==> src/hdl/fcsg_pkg.sv <==
// Shared types, command codes, register offsets and small lookup functions
// for the four-channel sound generator. No dependencies.
package fcsg_pkg;

	typedef enum logic [1:0] {
		CMD_WRITE  = 2'd0,
		CMD_FRAME  = 2'd1,
		CMD_TIMER  = 2'd2,
		CMD_SAMPLE = 2'd3
	} cmd_t;

	localparam logic [5:0] REG_SWEEP    = 6'h00;
	localparam logic [5:0] REG_SQ1_LEN  = 6'h01;
	localparam logic [5:0] REG_SQ1_ENV  = 6'h02;
	localparam logic [5:0] REG_SQ1_FLO  = 6'h03;
	localparam logic [5:0] REG_SQ1_FHI  = 6'h04;
	localparam logic [5:0] REG_SQ2_LEN  = 6'h06;
	localparam logic [5:0] REG_SQ2_ENV  = 6'h07;
	localparam logic [5:0] REG_SQ2_FLO  = 6'h08;
	localparam logic [5:0] REG_SQ2_FHI  = 6'h09;
	localparam logic [5:0] REG_WV_DAC   = 6'h0A;
	localparam logic [5:0] REG_WV_LEN   = 6'h0B;
	localparam logic [5:0] REG_WV_VOL   = 6'h0C;
	localparam logic [5:0] REG_WV_FLO   = 6'h0D;
	localparam logic [5:0] REG_WV_FHI   = 6'h0E;
	localparam logic [5:0] REG_NZ_LEN   = 6'h10;
	localparam logic [5:0] REG_NZ_ENV   = 6'h11;
	localparam logic [5:0] REG_NZ_POLY  = 6'h12;
	localparam logic [5:0] REG_NZ_TRIG  = 6'h13;
	localparam logic [5:0] REG_MASTER   = 6'h14;
	localparam logic [5:0] REG_PAN      = 6'h15;
	localparam logic [5:0] REG_POWER    = 6'h16;

	localparam logic [11:0] FREQ_SPAN   = 12'd2048;
	localparam logic [14:0] LFSR_SEED   = 15'h7FFF;
	localparam logic [5:0]  MVOL_RESET  = 6'h3F;

	// bit {duty, pos}
	localparam logic [31:0] DUTY_TABLE = 32'h7EE18180;

	typedef struct packed {
		cmd_t       cmd;
		logic [5:0] reg_index;
		logic [7:0] write_value;
		logic       noise_clock;
	} item_t;

	typedef struct packed {
		logic [8:0] left_mix;
		logic [8:0] right_mix;
		logic [3:0] channel_active;
	} result_t;

	function automatic logic [4:0] noise_divisor(input logic [2:0] code);
		logic [4:0] d;
		unique case (code)
			3'd0:    d = 5'd2;
			3'd1:    d = 5'd4;
			3'd2:    d = 5'd8;
			3'd3:    d = 5'd12;
			3'd4:    d = 5'd16;
			3'd5:    d = 5'd20;
			3'd6:    d = 5'd24;
			default: d = 5'd28;
		endcase
		return d;
	endfunction

endpackage

==> src/hdl/fcsg_item_queue.sv <==
// Two-entry input queue holding accepted items ahead of the execution core.
// Depends on fcsg_pkg.
module fcsg_item_queue (
	input  logic           clk,
	input  logic           arst_n,
	input  logic           push,
	input  fcsg_pkg::item_t din,
	output logic           full,
	input  logic           pop,
	output fcsg_pkg::item_t dout,
	output logic           empty
);
	import fcsg_pkg::*;

	item_t      mem_q [2];
	logic [1:0] cnt_q;
	logic       wr_q, rd_q;
	logic       do_push, do_pop;

	assign full    = (cnt_q == 2'd2);
	assign empty   = (cnt_q == 2'd0);
	assign do_push = push && !full;
	assign do_pop  = pop && !empty;
	assign dout    = mem_q[rd_q];

	always_ff @(posedge clk) begin
		if (do_push) mem_q[wr_q] <= din;
	end

	always_ff @(posedge clk or negedge arst_n) begin
		if (!arst_n) begin
			cnt_q <= '0;
			wr_q  <= 1'b0;
			rd_q  <= 1'b0;
		end else begin
			if (do_push) wr_q <= !wr_q;
			if (do_pop)  rd_q <= !rd_q;
			unique case ({do_push, do_pop})
				2'b10:   cnt_q <= cnt_q + 2'd1;
				2'b01:   cnt_q <= cnt_q - 2'd1;
				default: cnt_q <= cnt_q;
			endcase
		end
	end
endmodule

==> src/hdl/fcsg_result_queue.sv <==
// Two-entry result queue between the execution core and the result port.
// Depends on fcsg_pkg.
module fcsg_result_queue (
	input  logic             clk,
	input  logic             arst_n,
	input  logic             push,
	input  fcsg_pkg::result_t din,
	output logic             full,
	input  logic             pop,
	output fcsg_pkg::result_t dout,
	output logic             empty
);
	import fcsg_pkg::*;

	result_t    mem_q [2];
	logic [1:0] cnt_q;
	logic       wr_q, rd_q;
	logic       do_push, do_pop;

	assign full    = (cnt_q == 2'd2);
	assign empty   = (cnt_q == 2'd0);
	assign do_push = push && !full;
	assign do_pop  = pop && !empty;
	assign dout    = mem_q[rd_q];

	always_ff @(posedge clk) begin
		if (do_push) mem_q[wr_q] <= din;
	end

	always_ff @(posedge clk or negedge arst_n) begin
		if (!arst_n) begin
			cnt_q <= '0;
			wr_q  <= 1'b0;
			rd_q  <= 1'b0;
		end else begin
			if (do_push) wr_q <= !wr_q;
			if (do_pop)  rd_q <= !rd_q;
			unique case ({do_push, do_pop})
				2'b10:   cnt_q <= cnt_q + 2'd1;
				2'b01:   cnt_q <= cnt_q - 2'd1;
				default: cnt_q <= cnt_q;
			endcase
		end
	end
endmodule

==> src/hdl/fcsg_core.sv <==
// Execution core: all channel state, one item applied per cycle unless res_full.
// Depends on fcsg_pkg.
module fcsg_core (
	input  logic             clk,
	input  logic             arst_n,
	input  logic             item_valid,
	input  fcsg_pkg::item_t  item,
	output logic             item_take,
	input  logic             res_full,
	output logic             res_push,
	output fcsg_pkg::result_t res
);
	import fcsg_pkg::*;

	typedef struct packed {
		logic [3:0] vol;
		logic       up;
		logic [2:0] per;
		logic [3:0] lvl;
		logic [3:0] div;
		logic       run;
	} env_t;

	typedef struct packed {
		logic [2:0][7:0]  flo;
		logic [15:0][7:0] wmem;
		logic             power;
		logic [7:0]       pan;
		logic [5:0]       mvol;
		logic [2:0]       step;
		logic [1:0]       sq_on, sq_dac, sq_lenon;
		logic [1:0][6:0]  sq_len;
		logic [1:0][1:0]  sq_duty;
		logic [1:0][2:0]  sq_pos;
		logic [1:0][12:0] sq_cnt, sq_per;
		env_t [2:0]       env;
		logic [2:0]       sw_per;
		logic             sw_neg;
		logic [2:0]       sw_shift;
		logic [3:0]       sw_div;
		logic             sw_act;
		logic [10:0]      sw_shadow;
		logic             wv_on, wv_dac, wv_lenon;
		logic [8:0]       wv_len;
		logic [1:0]       wv_vol;
		logic [4:0]       wv_pos;
		logic [11:0]      wv_cnt, wv_per;
		logic             nz_on, nz_dac, nz_lenon;
		logic [6:0]       nz_len;
		logic [3:0]       nz_shift;
		logic             nz_narrow;
		logic [2:0]       nz_code;
		logic [14:0]      lfsr;
		logic [17:0]      nz_cnt;
	} state_t;

	// everything zero except the master volumes
	function automatic state_t reset_state();
		state_t s;
		s      = '0;
		s.mvol = MVOL_RESET;
		return s;
	endfunction

	function automatic env_t env_start(input env_t e);
		env_t r;
		r     = e;
		r.lvl = e.vol;
		r.div = (e.per != 3'd0) ? {1'b0, e.per} : 4'd8;
		r.run = 1'b1;
		return r;
	endfunction

	function automatic env_t env_clock(input env_t e);
		env_t r;
		r = e;
		if (e.run) begin
			if (r.div != 4'd0) r.div = r.div - 4'd1;
			if (r.div == 4'd0) begin
				r.div = (e.per != 3'd0) ? {1'b0, e.per} : 4'd8;
				if (e.up) begin
					if (r.lvl != 4'd15) r.lvl = r.lvl + 4'd1;
				end else begin
					if (r.lvl != 4'd0) r.lvl = r.lvl - 4'd1;
				end
				if (r.lvl == 4'd0 || r.lvl == 4'd15) r.run = 1'b0;
			end
		end
		return r;
	endfunction

	// bit 11 set means the sweep target overflowed
	function automatic logic [11:0] sw_target(input logic [10:0] sh, input logic [2:0] s,
			input logic neg);
		logic [10:0] d;
		d = sh >> s;
		return neg ? ({1'b0, sh} - {1'b0, d}) : ({1'b0, sh} + {1'b0, d});
	endfunction

	function automatic logic [17:0] noise_period(input logic [2:0] code, input logic [3:0] sh);
		return {13'd0, noise_divisor(code)} << sh;
	endfunction

	state_t      st_q, st_d;
	logic        exec;
	logic [5:0]  r;
	logic [7:0]  v;
	logic [3:0]  lvl [4];
	logic [7:0]  wbyte;
	logic [3:0]  wsamp;
	logic [5:0]  lsum, rsum;

	assign exec      = item_valid && !res_full;
	assign item_take = exec;
	assign res_push  = exec && (item.cmd == CMD_SAMPLE);
	assign r         = item.reg_index;
	assign v         = item.write_value;

	always_comb begin
		logic        sel;
		logic [1:0]  k;
		logic [10:0] freq;
		logic [11:0] tgt;
		logic [14:0] l;
		logic        x;
		logic [2:0]  s;
		st_d = st_q;
		sel  = 1'b0;
		k    = 2'd0;
		freq = '0;
		tgt  = '0;
		l    = st_q.lfsr;
		x    = 1'b0;
		s    = st_q.step;
		unique case (item.cmd)
			CMD_WRITE: begin
				if (r[5:4] == 2'b10) begin
					st_d.wmem[r[3:0]] = v;
				end else begin
					unique case (r)
						REG_SWEEP: begin
							st_d.sw_per   = v[6:4];
							st_d.sw_neg   = v[3];
							st_d.sw_shift = v[2:0];
						end
						REG_SQ1_LEN, REG_SQ2_LEN: begin
							sel = (r == REG_SQ2_LEN);
							st_d.sq_duty[sel] = v[7:6];
							st_d.sq_len[sel]  = 7'd64 - {1'b0, v[5:0]};
						end
						REG_SQ1_ENV, REG_SQ2_ENV, REG_NZ_ENV: begin
							k = (r == REG_SQ1_ENV) ? 2'd0 : ((r == REG_SQ2_ENV) ? 2'd1 : 2'd2);
							st_d.env[k].vol = v[7:4];
							st_d.env[k].up  = v[3];
							st_d.env[k].per = v[2:0];
							if (k == 2'd2) begin
								st_d.nz_dac = |v[7:3];
								if (!(|v[7:3])) st_d.nz_on = 1'b0;
							end else begin
								st_d.sq_dac[k[0]] = |v[7:3];
								if (!(|v[7:3])) st_d.sq_on[k[0]] = 1'b0;
							end
						end
						REG_SQ1_FLO: st_d.flo[0] = v;
						REG_SQ2_FLO: st_d.flo[1] = v;
						REG_WV_FLO:  st_d.flo[2] = v;
						REG_SQ1_FHI, REG_SQ2_FHI: begin
							sel  = (r == REG_SQ2_FHI);
							freq = {v[2:0], st_q.flo[sel]};
							st_d.sq_lenon[sel] = v[6];
							st_d.sq_per[sel]   = {FREQ_SPAN - {1'b0, freq}, 1'b0};
							if (v[7]) begin
								st_d.sq_on[sel] = st_q.sq_dac[sel];
								if (st_q.sq_len[sel] == 7'd0) st_d.sq_len[sel] = 7'd64;
								st_d.sq_cnt[sel] = st_d.sq_per[sel];
								st_d.sq_pos[sel] = 3'd0;
								st_d.env[sel] = env_start(st_q.env[sel]);
								if (!sel) begin
									st_d.sw_shadow = freq;
									st_d.sw_div = (st_q.sw_per != 3'd0) ? {1'b0, st_q.sw_per} : 4'd8;
									st_d.sw_act = (st_q.sw_per != 3'd0) || (st_q.sw_shift != 3'd0);
									tgt = sw_target(freq, st_q.sw_shift, st_q.sw_neg);
									if (st_q.sw_shift != 3'd0 && tgt[11]) st_d.sq_on[0] = 1'b0;
								end
							end
						end
						REG_WV_DAC: begin
							st_d.wv_dac = v[7];
							if (!v[7]) st_d.wv_on = 1'b0;
						end
						REG_WV_LEN: st_d.wv_len = 9'd256 - {1'b0, v};
						REG_WV_VOL: st_d.wv_vol = v[6:5];
						REG_WV_FHI: begin
							freq = {v[2:0], st_q.flo[2]};
							st_d.wv_lenon = v[6];
							st_d.wv_per = FREQ_SPAN - {1'b0, freq};
							if (v[7]) begin
								st_d.wv_on = st_q.wv_dac;
								if (st_q.wv_len == 9'd0) st_d.wv_len = 9'd256;
								st_d.wv_cnt = st_d.wv_per;
								st_d.wv_pos = 5'd1;
							end
						end
						REG_NZ_LEN: st_d.nz_len = 7'd64 - {1'b0, v[5:0]};
						REG_NZ_POLY: begin
							st_d.nz_shift  = v[7:4];
							st_d.nz_narrow = v[3];
							st_d.nz_code   = v[2:0];
						end
						REG_NZ_TRIG: begin
							st_d.nz_lenon = v[6];
							if (v[7]) begin
								st_d.nz_on = st_q.nz_dac;
								if (st_q.nz_len == 7'd0) st_d.nz_len = 7'd64;
								st_d.lfsr   = LFSR_SEED;
								st_d.nz_cnt = noise_period(st_q.nz_code, st_q.nz_shift);
								st_d.env[2] = env_start(st_q.env[2]);
							end
						end
						REG_MASTER: st_d.mvol = {v[6:4], v[2:0]};
						REG_PAN:    st_d.pan = v;
						REG_POWER: begin
							st_d.power = v[7];
							if (!v[7]) begin
								st_d.sq_on = 2'b00;
								st_d.wv_on = 1'b0;
								st_d.nz_on = 1'b0;
								st_d.flo   = '0;
							end
						end
						default: ;
					endcase
				end
			end
			CMD_FRAME: begin
				if (!s[0]) begin
					for (int i = 0; i < 2; i++) begin
						if (st_q.sq_lenon[i] && st_q.sq_len[i] != 7'd0) begin
							st_d.sq_len[i] = st_q.sq_len[i] - 7'd1;
							if (st_d.sq_len[i] == 7'd0) st_d.sq_on[i] = 1'b0;
						end
					end
					if (st_q.wv_lenon && st_q.wv_len != 9'd0) begin
						st_d.wv_len = st_q.wv_len - 9'd1;
						if (st_d.wv_len == 9'd0) st_d.wv_on = 1'b0;
					end
					if (st_q.nz_lenon && st_q.nz_len != 7'd0) begin
						st_d.nz_len = st_q.nz_len - 7'd1;
						if (st_d.nz_len == 7'd0) st_d.nz_on = 1'b0;
					end
					// sweep on steps 2 and 6
					if (s[1]) begin
						if (st_d.sw_div != 4'd0) st_d.sw_div = st_d.sw_div - 4'd1;
						if (st_d.sw_div == 4'd0) begin
							st_d.sw_div = (st_q.sw_per != 3'd0) ? {1'b0, st_q.sw_per} : 4'd8;
							if (st_q.sw_act && st_q.sw_per != 3'd0) begin
								tgt = sw_target(st_q.sw_shadow, st_q.sw_shift, st_q.sw_neg);
								if (tgt[11]) begin
									st_d.sq_on[0] = 1'b0;
								end else if (st_q.sw_shift != 3'd0) begin
									st_d.sw_shadow = tgt[10:0];
									st_d.sq_per[0] = {FREQ_SPAN - {1'b0, tgt[10:0]}, 1'b0};
									tgt = sw_target(tgt[10:0], st_q.sw_shift, st_q.sw_neg);
									if (tgt[11]) st_d.sq_on[0] = 1'b0;
								end
							end
						end
					end
				end else if (s == 3'd7) begin
					for (int i = 0; i < 3; i++) st_d.env[i] = env_clock(st_q.env[i]);
				end
				st_d.step = s + 3'd1;
			end
			CMD_TIMER: begin
				for (int i = 0; i < 2; i++) begin
					if (st_q.sq_on[i]) begin
						if (st_q.sq_cnt[i] <= 13'd1) begin
							st_d.sq_cnt[i] = st_q.sq_cnt[i] + st_q.sq_per[i] - 13'd1;
							st_d.sq_pos[i] = st_q.sq_pos[i] + 3'd1;
						end else begin
							st_d.sq_cnt[i] = st_q.sq_cnt[i] - 13'd1;
						end
					end
				end
				if (st_q.wv_on) begin
					if (st_q.wv_cnt <= 12'd1) begin
						st_d.wv_cnt = st_q.wv_cnt + st_q.wv_per - 12'd1;
						st_d.wv_pos = st_q.wv_pos + 5'd1;
					end else begin
						st_d.wv_cnt = st_q.wv_cnt - 12'd1;
					end
				end
				if (item.noise_clock && st_q.nz_on && st_q.nz_shift < 4'd14) begin
					if (st_q.nz_cnt <= 18'd1) begin
						st_d.nz_cnt = st_q.nz_cnt + noise_period(st_q.nz_code, st_q.nz_shift)
							- 18'd1;
						x = l[0] ^ l[1];
						l = {x, l[14:1]};
						if (st_q.nz_narrow) l[6] = x;
						st_d.lfsr = l;
					end else begin
						st_d.nz_cnt = st_q.nz_cnt - 18'd1;
					end
				end
			end
			CMD_SAMPLE: ;
		endcase
	end

	// mixer
	always_comb begin
		for (int i = 0; i < 2; i++) begin
			lvl[i] = (st_q.sq_on[i] && st_q.sq_dac[i] &&
				DUTY_TABLE[{st_q.sq_duty[i], st_q.sq_pos[i]}]) ? st_q.env[i].lvl : 4'd0;
		end
		wbyte = st_q.wmem[st_q.wv_pos[4:1]];
		wsamp = st_q.wv_pos[0] ? wbyte[3:0] : wbyte[7:4];
		lvl[2] = (st_q.wv_on && st_q.wv_dac && st_q.wv_vol != 2'd0)
			? (wsamp >> (st_q.wv_vol - 2'd1)) : 4'd0;
		lvl[3] = (st_q.nz_on && st_q.nz_dac && !st_q.lfsr[0]) ? st_q.env[2].lvl : 4'd0;
		lsum = '0;
		rsum = '0;
		for (int i = 0; i < 4; i++) begin
			if (st_q.pan[4 + i]) lsum = lsum + {2'b00, lvl[i]};
			if (st_q.pan[i])     rsum = rsum + {2'b00, lvl[i]};
		end
		res.left_mix  = st_q.power ? 9'(9'(lsum) * (9'(st_q.mvol[5:3]) + 9'd1)) : 9'd0;
		res.right_mix = st_q.power ? 9'(9'(rsum) * (9'(st_q.mvol[2:0]) + 9'd1)) : 9'd0;
		res.channel_active = {st_q.nz_on, st_q.wv_on, st_q.sq_on};
	end

	always_ff @(posedge clk or negedge arst_n) begin
		if (!arst_n) begin
			st_q <= reset_state();
		end else if (exec) begin
			st_q <= st_d;
		end
	end

`ifndef SYNTH
	a_power_off: assert property (@(posedge clk) disable iff (!arst_n)
		exec && item.cmd == CMD_WRITE && item.reg_index == REG_POWER && !item.write_value[7]
		|=> st_q.sq_on == 2'b00 && !st_q.wv_on && !st_q.nz_on)
		else $error("channel still on after power off");
	a_on_needs_dac: assert property (@(posedge clk) disable iff (!arst_n)
		(!st_q.sq_on[0] || st_q.sq_dac[0]) && (!st_q.sq_on[1] || st_q.sq_dac[1]) &&
		(!st_q.wv_on || st_q.wv_dac) && (!st_q.nz_on || st_q.nz_dac))
		else $error("channel enabled with its DAC off");
	a_step_only_on_tick: assert property (@(posedge clk) disable iff (!arst_n)
		!(exec && item.cmd == CMD_FRAME) |=> $stable(st_q.step))
		else $error("sequencer step moved without a frame tick");
`endif
endmodule

==> src/hdl/four_channel_sound_generator_unit.sv <==
// Four-voice sound generator: usage notes.
// Items enter through a queue port (push/full); an item is taken at an edge
// with push high and full low. cmd selects register write, frame tick, timer
// clock or sample read. Only a sample read yields a result, which leaves
// through a queue port (empty/pop) with left_mix, right_mix, channel_active.
// Throughput: one item per cycle sustained while the result queue has room,
// limited by the core applying one item per clock to the channel state. A
// sample read waits in the input queue, is applied by the core, which writes
// its result into the result queue, and then shows on the result port for pop.
// Both queues hold two entries. If the result queue fills because pop is
// held low, the core stops taking items, the input queue fills and full
// rises; nothing is dropped. Register writes, ticks and timer clocks keep
// flowing while results are merely waiting, as long as the result queue has
// room. Reset (arst_n low) empties both queues and returns all channel state
// to zero, master volumes to seven, unit powered off.
// Depends on fcsg_pkg, fcsg_item_queue, fcsg_core, fcsg_result_queue.
module four_channel_sound_generator_unit (
	input  logic       clk,
	input  logic       arst_n,
	input  logic       push,
	output logic       full,
	input  logic [1:0] cmd,
	input  logic [5:0] reg_index,
	input  logic [7:0] write_value,
	input  logic       noise_clock,
	output logic       empty,
	input  logic       pop,
	output logic [8:0] left_mix,
	output logic [8:0] right_mix,
	output logic [3:0] channel_active
);
	import fcsg_pkg::*;

	item_t   in_item, q_item;
	result_t core_res, out_res;
	logic    q_empty, core_take, res_full, res_push;

	always_comb begin
		in_item.cmd         = cmd_t'(cmd);
		in_item.reg_index   = reg_index;
		in_item.write_value = write_value;
		in_item.noise_clock = noise_clock;
	end

	fcsg_item_queue u_in (
		.clk    (clk),
		.arst_n (arst_n),
		.push   (push),
		.din    (in_item),
		.full   (full),
		.pop    (core_take),
		.dout   (q_item),
		.empty  (q_empty)
	);

	fcsg_core u_core (
		.clk        (clk),
		.arst_n     (arst_n),
		.item_valid (!q_empty),
		.item       (q_item),
		.item_take  (core_take),
		.res_full   (res_full),
		.res_push   (res_push),
		.res        (core_res)
	);

	fcsg_result_queue u_out (
		.clk    (clk),
		.arst_n (arst_n),
		.push   (res_push),
		.din    (core_res),
		.full   (res_full),
		.pop    (pop),
		.dout   (out_res),
		.empty  (empty)
	);

	assign left_mix       = out_res.left_mix;
	assign right_mix      = out_res.right_mix;
	assign channel_active = out_res.channel_active;
endmodule
==> config.mk <==
export PLATFORM = sky130hd
export DESIGN_NAME = four_channel_sound_generator_unit
export DESIGN_NICKNAME = d
export VERILOG_FILES = /design/src/hdl/fcsg_pkg.sv /design/src/hdl/fcsg_item_queue.sv /design/src/hdl/fcsg_result_queue.sv /design/src/hdl/fcsg_core.sv /design/src/hdl/four_channel_sound_generator_unit.sv
export SDC_FILE = /design/constraint.sdc
export NUM_CORES = 2
export LEC_CHECK = 0
export CORE_UTILIZATION = 30
export CTS_BUF_LIST = sky130_fd_sc_hd__clkbuf_16
export DETAILED_ROUTE_END_ITERATION = 12
export DONT_BUFFER_PORTS = 1
export HOLD_SLACK_MARGIN = 0.03
export SKIP_CTS_REPAIR_TIMING = 1
export SLEW_MARGIN = 20
export SYNTH_ARGS = -nofsm -noshare
export SYNTH_HDL_FRONTEND = slang
export SYNTH_SLANG_ARGS = --single-unit
==> constraint.sdc <==
create_clock -name clk -period 12.59 [get_ports clk]
set_input_delay 0.6295 -clock clk [delete_from_list [all_inputs] [get_ports clk]]
set_output_delay 0.6295 -clock clk [all_outputs]
set_load 0.02 [all_outputs]
Word-level counts from Yosys, hierarchy flattened
Memories as Yosys holds them, arrays and structs flattened.
Cells that the tools add are included.
{ "totals": {"output_inout_bits": 24, "romBits": 64, "word_cells": 679, "memories": 4, "reg_bits": 428, "ram_bits": 78, "in_bits": 21} }
{ "classes": {"eq_ne": 100, "bitwise": 13, "addsub": 54, "n_reduce_logical": 139, "n_mux": 258, "mul": 2, "magnitude_cmp": 19, "shift": 6} }
{ "memory_table": {"columns": ["name", "depth", "word_bits", "rd", "rd_ports_with_merged_regs", "wr", "line_no", "rtl"], "rows": [
  ["u_out.mem_q", 2, 22, 1, 0, 1, "fcsg_result_queue.sv:15", "result_t mem_q [2];"],
  ["u_in.mem_q", 2, 17, 1, 0, 1, "fcsg_item_queue.sv:15", "item_t mem_q [2];"],
  ["(name not given)", 32, 1, 1, 0, 0, "fcsg_core.sv:314", "DUTY_TABLE[{st_q.sq_duty[i], st_q.sq_pos[i]}]) ? st_q.env[i].lvl : 4'd0;"],
  ["(name not given)", 32, 1, 1, 0, 0, "fcsg_core.sv:314", null]
]} }
{ "op_table": {"columns": ["operator", "count"], "rows": [
  ["250-bit 2-to-1 mux", 1],
  ["4-bit 2-to-1 mux", 60],
  ["51-bit bitwise mux", 4],
  ["13-bit 2-to-1 mux", 14],
  ["128-bit bitwise mux", 1],
  ["64-bit case mux with 2 select lines", 1],
  ["9-bit 2-to-1 mux", 13],
  ["17-bit demux with 2-bit select", 3],
  ["17-bit 2-to-1 mux", 6],
  ["51-bit 2-to-1 mux", 2],
  ["33-bit 2-to-1 mux", 3],
  ["7-bit 2-to-1 mux", 11],
  ["12-bit 2-to-1 mux", 6],
  ["34-bit case mux with 2 select lines", 1],
  ["33-bit case mux with 2 select lines", 1],
  ["32-bit case mux with 2 select lines", 1],
  ["8-bit AND reduction", 8],
  ["58-bit 2-to-1 mux", 1],
  ["2-bit by 1-bit inequality test with 1-bit output (second input constant)", 29],
  ["14-bit case mux with 2 select lines", 2],
  ["11-bit 2-to-1 mux", 5],
  ["26-bit bitwise mux", 2],
  ["13-bit by 1-bit subtractor with 13-bit output (second input constant)", 4],
  ["17-bit case mux with 3 select lines", 1],
  ["other kinds (124)", 411]
]} }

Logic depth before layout (Yosys ltp)
{ "logic_depth": {"word_depth": 20, "mapped_depth": 39, "ltp_nobuf": 38} }

By module
Synthesis repeated with hierarchy kept, for this count alone.
{ "unflattened": {"cells_unflattened": 3851, "area_unflattened_um2": 35417.7} }
{ "by_module_without_submodules": {"columns": ["mod", "cells_per_inst", "instances", "area_each_um2", "seq_area_each_um2"], "rows": [
  ["fcsg_core", 3693, 1, 32152.1, 10517.6],
  ["fcsg_result_queue", 86, 1, 1788.0, 1421.4],
  ["fcsg_item_queue", 71, 1, 1473.9, 1121.1],
  ["four_channel_sound_generator_unit", 1, 1, 3.8, 0.0]
]} }

Worst setup path before layout
OpenSTA, ideal clock, no wires.
{ "synth_timing": {"kind": "register to register", "start": "reg u_core.st_q[76] (netlist name)", "end": "mem u_out.mem_q[0][12] (netlist name) (data pin)", "t_arrival_ns": 7.866, "path_buffers": 3, "t_required_ns": 12.332, "stages_incl_launch_ff": 33, "path_slack_ns": 4.465, "synth_period_minus_slack_ns": 8.125, "setup_time_ns": 0.258, "path_cell_list": "dfrtp_1 > clkbuf_1 > buf_1 > buf_1 > mux4_2 > mux4_2 > mux2i_1 > a21oi_1 > a21oi_1 > nor2_1 > ha_1 > fa_1 > mux2i_1 > inv_1 > ha_1 > a21o_1 > a21oi_1 > nor2b_1 > o21ai_0 > o21ai_0 > or2_2 > fa_1 > inv_1 > fa_1 > ha_1 > nor2b_1 > o21ai_0 > nand2b_1 > a21o_1 > a21oi_1 > xnor2_1 > or3_1 > and3_1"} }
{ "synth_lines": {"columns": ["item", "line_no", "rtl"], "rows": [
  ["from (decl)", "fcsg_core.sv:104", "state_t st_q, st_d;"],
  ["from (signal assigned)", "fcsg_core.sv:334", "st_q <= reset_state();"],
  ["from (signal assigned)", "fcsg_core.sv:336", "st_q <= st_d;"],
  ["to (decl)", "fcsg_result_queue.sv:15", null]
]} }

Final worst setup path
{ "layout_timing": {"start": "reg u_core.st_q[110] (netlist name)", "end": "reg u_core.st_q, in the netlist u_core.res[0]"} }
{ "layout_between": {"elab_chain_cells": 14, "word_cells_on_any_way": 27, "cone_classes": "add/sub: 6; shift: 3; mux: 16; reduce/logical: 2"} }
{ "layout_rtl": {"columns": ["item", "line_no", "rtl"], "rows": [
  ["11-bit by 3-bit >> shifter with 11-bit output", "fcsg_core.sv:96", "d = sh >> s;"],
  ["11-bit by 11-bit adder with 12-bit output / 11-bit by 11-bit subtractor with 12-bit output (equally long branches)", "fcsg_core.sv:97", "return neg ? ({1'b0, sh} - {1'b0, d}) : ({1'b0, sh} + {1'b0, d});"],
  ["12-bit 2-to-1 mux", "fcsg_core.sv:97", null],
  ["11-bit by 3-bit >> shifter with 11-bit output", "fcsg_core.sv:96", null],
  ["11-bit by 11-bit adder with 12-bit output / 11-bit by 11-bit subtractor with 12-bit output (equally long branches)", "fcsg_core.sv:97", null],
  ["12-bit 2-to-1 mux", "fcsg_core.sv:97", null],
  ["1-bit 2-to-1 mux", "fcsg_core.sv:264", "if (tgt[11]) st_d.sq_on[0] = 1'b0;"],
  ["1-bit 2-to-1 mux", "fcsg_core.sv:260", "end else if (st_q.sw_shift != 3'd0) begin"],
  ["1-bit 2-to-1 mux", "fcsg_core.sv:258", "if (tgt[11]) begin"],
  ["1-bit 2-to-1 mux", "fcsg_core.sv:256", "if (st_q.sw_act && st_q.sw_per != 3'd0) begin"],
  ["1-bit 2-to-1 mux", "fcsg_core.sv:254", "if (st_d.sw_div == 4'd0) begin"],
  ["1-bit 2-to-1 mux", "fcsg_core.sv:252", "if (s[1]) begin"],
  ["2-bit 2-to-1 mux", "fcsg_core.sv:236", "if (!s[0]) begin"],
  ["2-bit case mux with 2 select lines *", "fcsg_core.sv:135", "unique case (item.cmd)"]
]} }
Mark *: on every way between the ends. The rest lies on a longest branch, timed or not. The select of a mux whose other input is x is not followed.
A chain may end at the register's enable or synchronous reset.

==> impl_table.tex <==
\begin{tabular}{lr}
\hline
Metric & Value \\
\hline
\multicolumn{2}{l}{\textbf{Placed design}} \\
Placed wire-length estimate after detailed placement & 71900 um \\
Total of buffers placed on input and output ports & 0 \\
Total placed cells including tap cells & 5357 \\
GP Congestion & 0.893 \\
\multicolumn{2}{l}{\textbf{Die}} \\
Core area & 115000 um\^{}2 \\
Die Span Y & 344 um \\
Full die area & 118000 um\^{}2 \\
Horizontal die dimension & 344 um \\
Number of placement rows & 124 \\
Ports placed on the boundary & 45 \\
Initial cell density of the core & 30.5\% \\
\multicolumn{2}{l}{\textbf{Logic synthesis}} \\
Number of synthesis warnings & 0 \\
Largest family of logic cells by synthesized area & compound AO/OA/AOI/OAI gates \\
Synth Area in Compound Gates & 19.6\% \\
XOR/XNOR share of the synthesized area & 4.86\% \\
Post-Synthesis Mean Instance Area & 8.79 um\^{}2 \\
Fraction of the yosys area taken by sequential cells & 37.3\% \\
Synthesized netlist cell count & 3984 \\
Net count after synthesis & 4260 \\
Most instantiated flip-flop cell in the synthesis netlist & sky130\_fd\_sc\_hd\_\_dfrtp\_1 \\
Multiplexer share of the synthesized area & 6.87\% \\
Number of register bits inferred by synthesis & 506 \\
Simple-gate share of the synthesized area & 16.2\% \\
Area of the mapped netlist & 35000 um\^{}2 \\
Count of flip-flops with a built-in enable after synthesis & 78 \\
Unique cell type count in the Yosys netlist & 94 \\
Post-synthesis share of cell area spent on full adders, half adders and majority gates & 9.69\% \\
Synth async-reset ratio & 84.6\% \\
\multicolumn{2}{l}{\textbf{Routing}} \\
Routed vias & 29300 \\
Drt first-iter violations & 2593 \\
Number of search-and-repair iterations in the first detailed-routing pass & 6 \\
Total wire length & 101000 um \\
Via-per-instance ratio & 5.34 \\
Post-detailed-route DRC marker count & 0 \\
ANT nets after route & 0 \\
Average detailed-routed wire length per instance & 18.5 um \\
\multicolumn{2}{l}{\textbf{STA}} \\
Setup clock skew after layout & 0.0381 ns \\
Period minus WS final & 8.40 ns \\
Least-Margin Pin Slew & 2.50 ns \\
RSZ-0062 raised after global routing & false \\
Max-slew headroom at the worst pin & -66.4\% \\
Final hold violation count & 0 \\
Number of setup violations in the final report & 0 \\
Fmax achieved & 0.119 GHz \\
Post-Route Setup TNS & 0 ns \\
Number of max-slew violations in the final report & 422 \\
Share of the cycle needed by the critical path after routing & 66.7\% \\
\multicolumn{2}{l}{\textbf{CTS}} \\
Clock root buffer & sky130\_fd\_sc\_hd\_\_clkbuf\_16 \\
Clock Path Buffers & 3 \\
TritonCTS clock tree & done \\
Number of levels in the clock H-tree & 2 \\
Number of CTS-inserted buffers & 60 \\
Clock latency of the later-clocked register in the worst-skew pair & 0.66 ns \\
Clock sink count & 506 \\
Clock slew seen by the registers of the worst setup and hold paths & 0.06 ns \\
\multicolumn{2}{l}{\textbf{Global route}} \\
Sum of overflow across all layers after global routing & 0 \\
Total GRT Usage & 16.9\% \\
Global-route wire length before repair & 160000 um \\
Most used routing layer in global routing & met2 \\
Largest net degree at the start of global routing & 429 \\
Global Route met1 Usage & 24.0\% \\
Initial antenna violation count & 2 \\
Met3 track demand over resource in global routing & 2.70\% \\
Met2 GRT Util & 26.7\% \\
Via count of the first global-routing pass & 27600 \\
\multicolumn{2}{l}{\textbf{Job}} \\
Max-cap viol count & 0 \\
\multicolumn{2}{l}{\textbf{Setup path}} \\
Family of cells with the greatest summed delay on the critical path & compound AO/OA/AOI/OAI gates \\
Max Fanout on Critical Path & 30 \\
Setup slack of the worst register-to-register path & 4.19 ns \\
Reg2Reg Capture Point & u\_core.res[0]\$\_DFFE\_PN0P\_ \\
CP startpoint kind & register \\
WP data required & 13.11 ns \\
Depth of the worst register-to-register path & 31 \\
Number of buffer and inverter stages on the critical path & 1 \\
Critical path's slowest cell & sky130\_fd\_sc\_hd\_\_a22oi\_1 \\
Nature of the critical path endpoint & register \\
Setup Crit Path Kind & reg2reg \\
Reg-to-Reg Start & u\_core.st\_q[110]\$\_DFFE\_PN0P\_ \\
Data arrival at the endpoint of the critical path & 8.92 ns \\
Critical Path Max Stage Delay & 0.61 ns \\
Most used cell, CP & sky130\_fd\_sc\_hd\_\_o21ai\_0 \\
\multicolumn{2}{l}{\textbf{Finish}} \\
Non-filler cells in the finished layout & 5474 \\
Most used cells in the layout excluding fill and tap cells & sky130\_fd\_sc\_hd\_\_nand2\_1 (427), sky130\_fd\_sc\_hd\_\_dfrtp\_1 (420), sky130\_fd\_sc\_hd\_\_o21ai\_0 (372) \\
Most common cell after layout, fill and taps aside & sky130\_fd\_sc\_hd\_\_nand2\_1 \\
Number of antenna diodes & 0 \\
Area added between synthesis and finish & 10.4\% \\
Post-layout nets & 4186 \\
Share of cells above drive strength 1 & 8.53\% \\
Count of fill cells added during filler insertion & 11700 \\
\multicolumn{2}{l}{\textbf{Worst hold path}} \\
Number of cells on the worst hold path & 0 \\
Class of the most critical hold timing path & in2reg \\
Worst hold path startpoint & write\_value[6] \\
Hold endpoint & u\_in.mem\_q[0][7]\$\_DFFE\_PP\_ \\
\multicolumn{2}{l}{\textbf{Run status}} \\
Violations in the final reports & max-slew violations \\
Outcome & finished with violations \\
\hline
\end{tabular}
## synthesized netlist by cell type, types with 17 or more instances
| library cell | number | area share (%) |
|---|---|---|
| sky130_fd_sc_hd__mux2i_1 | 52 | 1.5 |
| sky130_fd_sc_hd__a22oi_1 | 35 | 0.75 |
| sky130_fd_sc_hd__nand4_1 | 33 | 0.59 |
| sky130_fd_sc_hd__nor3_1 | 89 | 1.3 |
| sky130_fd_sc_hd__nand2_1 | 429 | 4.6 |
| sky130_fd_sc_hd__mux2_2 | 72 | 2.3 |
| sky130_fd_sc_hd__o31ai_1 | 26 | 0.56 |
| sky130_fd_sc_hd__a211oi_1 | 25 | 0.54 |
| sky130_fd_sc_hd__o21a_1 | 17 | 0.36 |
| sky130_fd_sc_hd__clkbuf_1 | 157 | 1.7 |
| sky130_fd_sc_hd__a21o_1 | 42 | 0.90 |
| sky130_fd_sc_hd__or2_2 | 21 | 0.38 |
| sky130_fd_sc_hd__nor4_1 | 27 | 0.48 |
| sky130_fd_sc_hd__xor2_1 | 53 | 1.3 |
| sky130_fd_sc_hd__fa_1 | 27 | 1.5 |
| sky130_fd_sc_hd__nand3_1 | 72 | 1.0 |
| sky130_fd_sc_hd__o211ai_1 | 18 | 0.39 |
| sky130_fd_sc_hd__nor2_1 | 372 | 4.0 |
| sky130_fd_sc_hd__nand2b_1 | 29 | 0.52 |
| sky130_fd_sc_hd__or3_1 | 23 | 0.41 |
| sky130_fd_sc_hd__and3_1 | 17 | 0.30 |
| sky130_fd_sc_hd__dfrtp_1 | 422 | 30 |
| sky130_fd_sc_hd__edfxtp_1 | 78 | 6.7 |
| sky130_fd_sc_hd__mux4_2 | 47 | 3.0 |
| sky130_fd_sc_hd__a22o_1 | 45 | 1.1 |
| sky130_fd_sc_hd__o22ai_1 | 24 | 0.43 |
| sky130_fd_sc_hd__a21oi_1 | 315 | 4.5 |
| sky130_fd_sc_hd__xnor2_1 | 138 | 3.5 |
| sky130_fd_sc_hd__a31oi_1 | 38 | 0.68 |
| sky130_fd_sc_hd__inv_1 | 315 | 3.4 |
| sky130_fd_sc_hd__o21ai_0 | 372 | 5.3 |
| sky130_fd_sc_hd__and2_1 | 32 | 0.57 |
| sky130_fd_sc_hd__nor2b_1 | 44 | 0.79 |
| sky130_fd_sc_hd__ha_1 | 228 | 8.1 |
## flip-flops by register name, indices dropped and copies added (netlist names)
signal and cells:
u_out.mem_q 44, u_core.st_q 416, u_in.mem_q 34, u_out.cnt_q 2, u_in.wr_q 1, u_in.rd_q 1, u_in.cnt_q 2, u_core.res 4
u_out.rd_q 1, u_out.wr_q 1
## worst reg2reg max path, delay by kind of cell (launching register included)
family / cells / cell delay, ns
buffers and inverters: 1 / 0.44
adder cells (fa/ha/maj): 2 / 0.68
AO/OA/AOI/OAI: 15 / 4.30
AND/OR/NAND/NOR: 8 / 0.96
flip-flops: 1 / 0.56
multiplexers: 4 / 1.16
XOR/XNOR: 1 / 0.19
## logic make-up after synthesis
family	Yosys count
muxes	172
and+or+nand+nor	1241
adders and majority gates	255
xor gates and xnor gates	192
DFF	506
buffers and inverters	506
AOI/OAI and AO/OA	1112
## worst max path at each step
stage	start	to	slack, ns	cells past startpoint
finish	u_core.st_q[110]$_DFFE_PN0P_	u_core.res[0]$_DFFE_PN0P_	4.19	31
global route	u_core.st_q[110]$_DFFE_PN0P_	u_core.res[0]$_DFFE_PN0P_	3.63	31
CTS	u_core.st_q[76]$_DFFE_PN0P_	u_out.mem_q[0][12]$_DFFE_PP_	4.14	30
detailed placement	u_core.st_q[76]$_DFFE_PN0P_	u_out.mem_q[0][12]$_DFFE_PP_	4.18	30
global placement	u_core.st_q[76]$_DFFE_PN0P_	u_out.mem_q[0][12]$_DFFE_PP_	4.33	30
floorplan	u_core.st_q[76]$_DFFE_PN0P_	u_out.mem_q[0][12]$_DFFE_PP_	4.47	32
## metrics by stage
| stage | cell area [um^2] | worst slack (ns) | hold WS [ns] | utilization (%) |
|---|---|---|---|---|
| final | 38700 | 4.19 | 0.0616 | 33.6 |
| after global routing | 38700 | 3.63 | 0.0349 | 33.6 |
| after CTS | 38600 | 4.14 | -0.308 | 33.6 |
| after detailed placement | 36700 | 4.18 | 0.400 | 31.9 |
| after global placement | 36700 | 4.33 | 0.402 | 31.9 |
| after floorplan | 35000 | 4.47 | 0.334 | - |
## cell type report
| class | instances | area [um^2] | share of cell area (%) |
|---|---|---|---|
| Multi-Input combinational cell | 2972 | 20200 | 52.2 |
| Sequential cell | 506 | 13100 | 33.8 |
| Tap cell | 1512 | 1890 | 4.89 |
| Clock buffer | 63 | 1580 | 4.08 |
| Inverter | 320 | 1200 | 3.11 |
| Timing Repair Buffer | 50 | 405 | 1.05 |
| Clock inverter | 51 | 355 | 0.919 |
## routing by layer
metal,vias to the layer above,part of all wire (%),wire length (um)
met1,14200,46,46500
met5,-,0,0
met3,136,6.8,6860
met4,0,2.1,2110
met2,850,45,45700
li1,14000,-,-
Power is left out: the tool's default activity adds up to more than one toggle a clock period on the data nets, which glitch-free logic cannot reach.
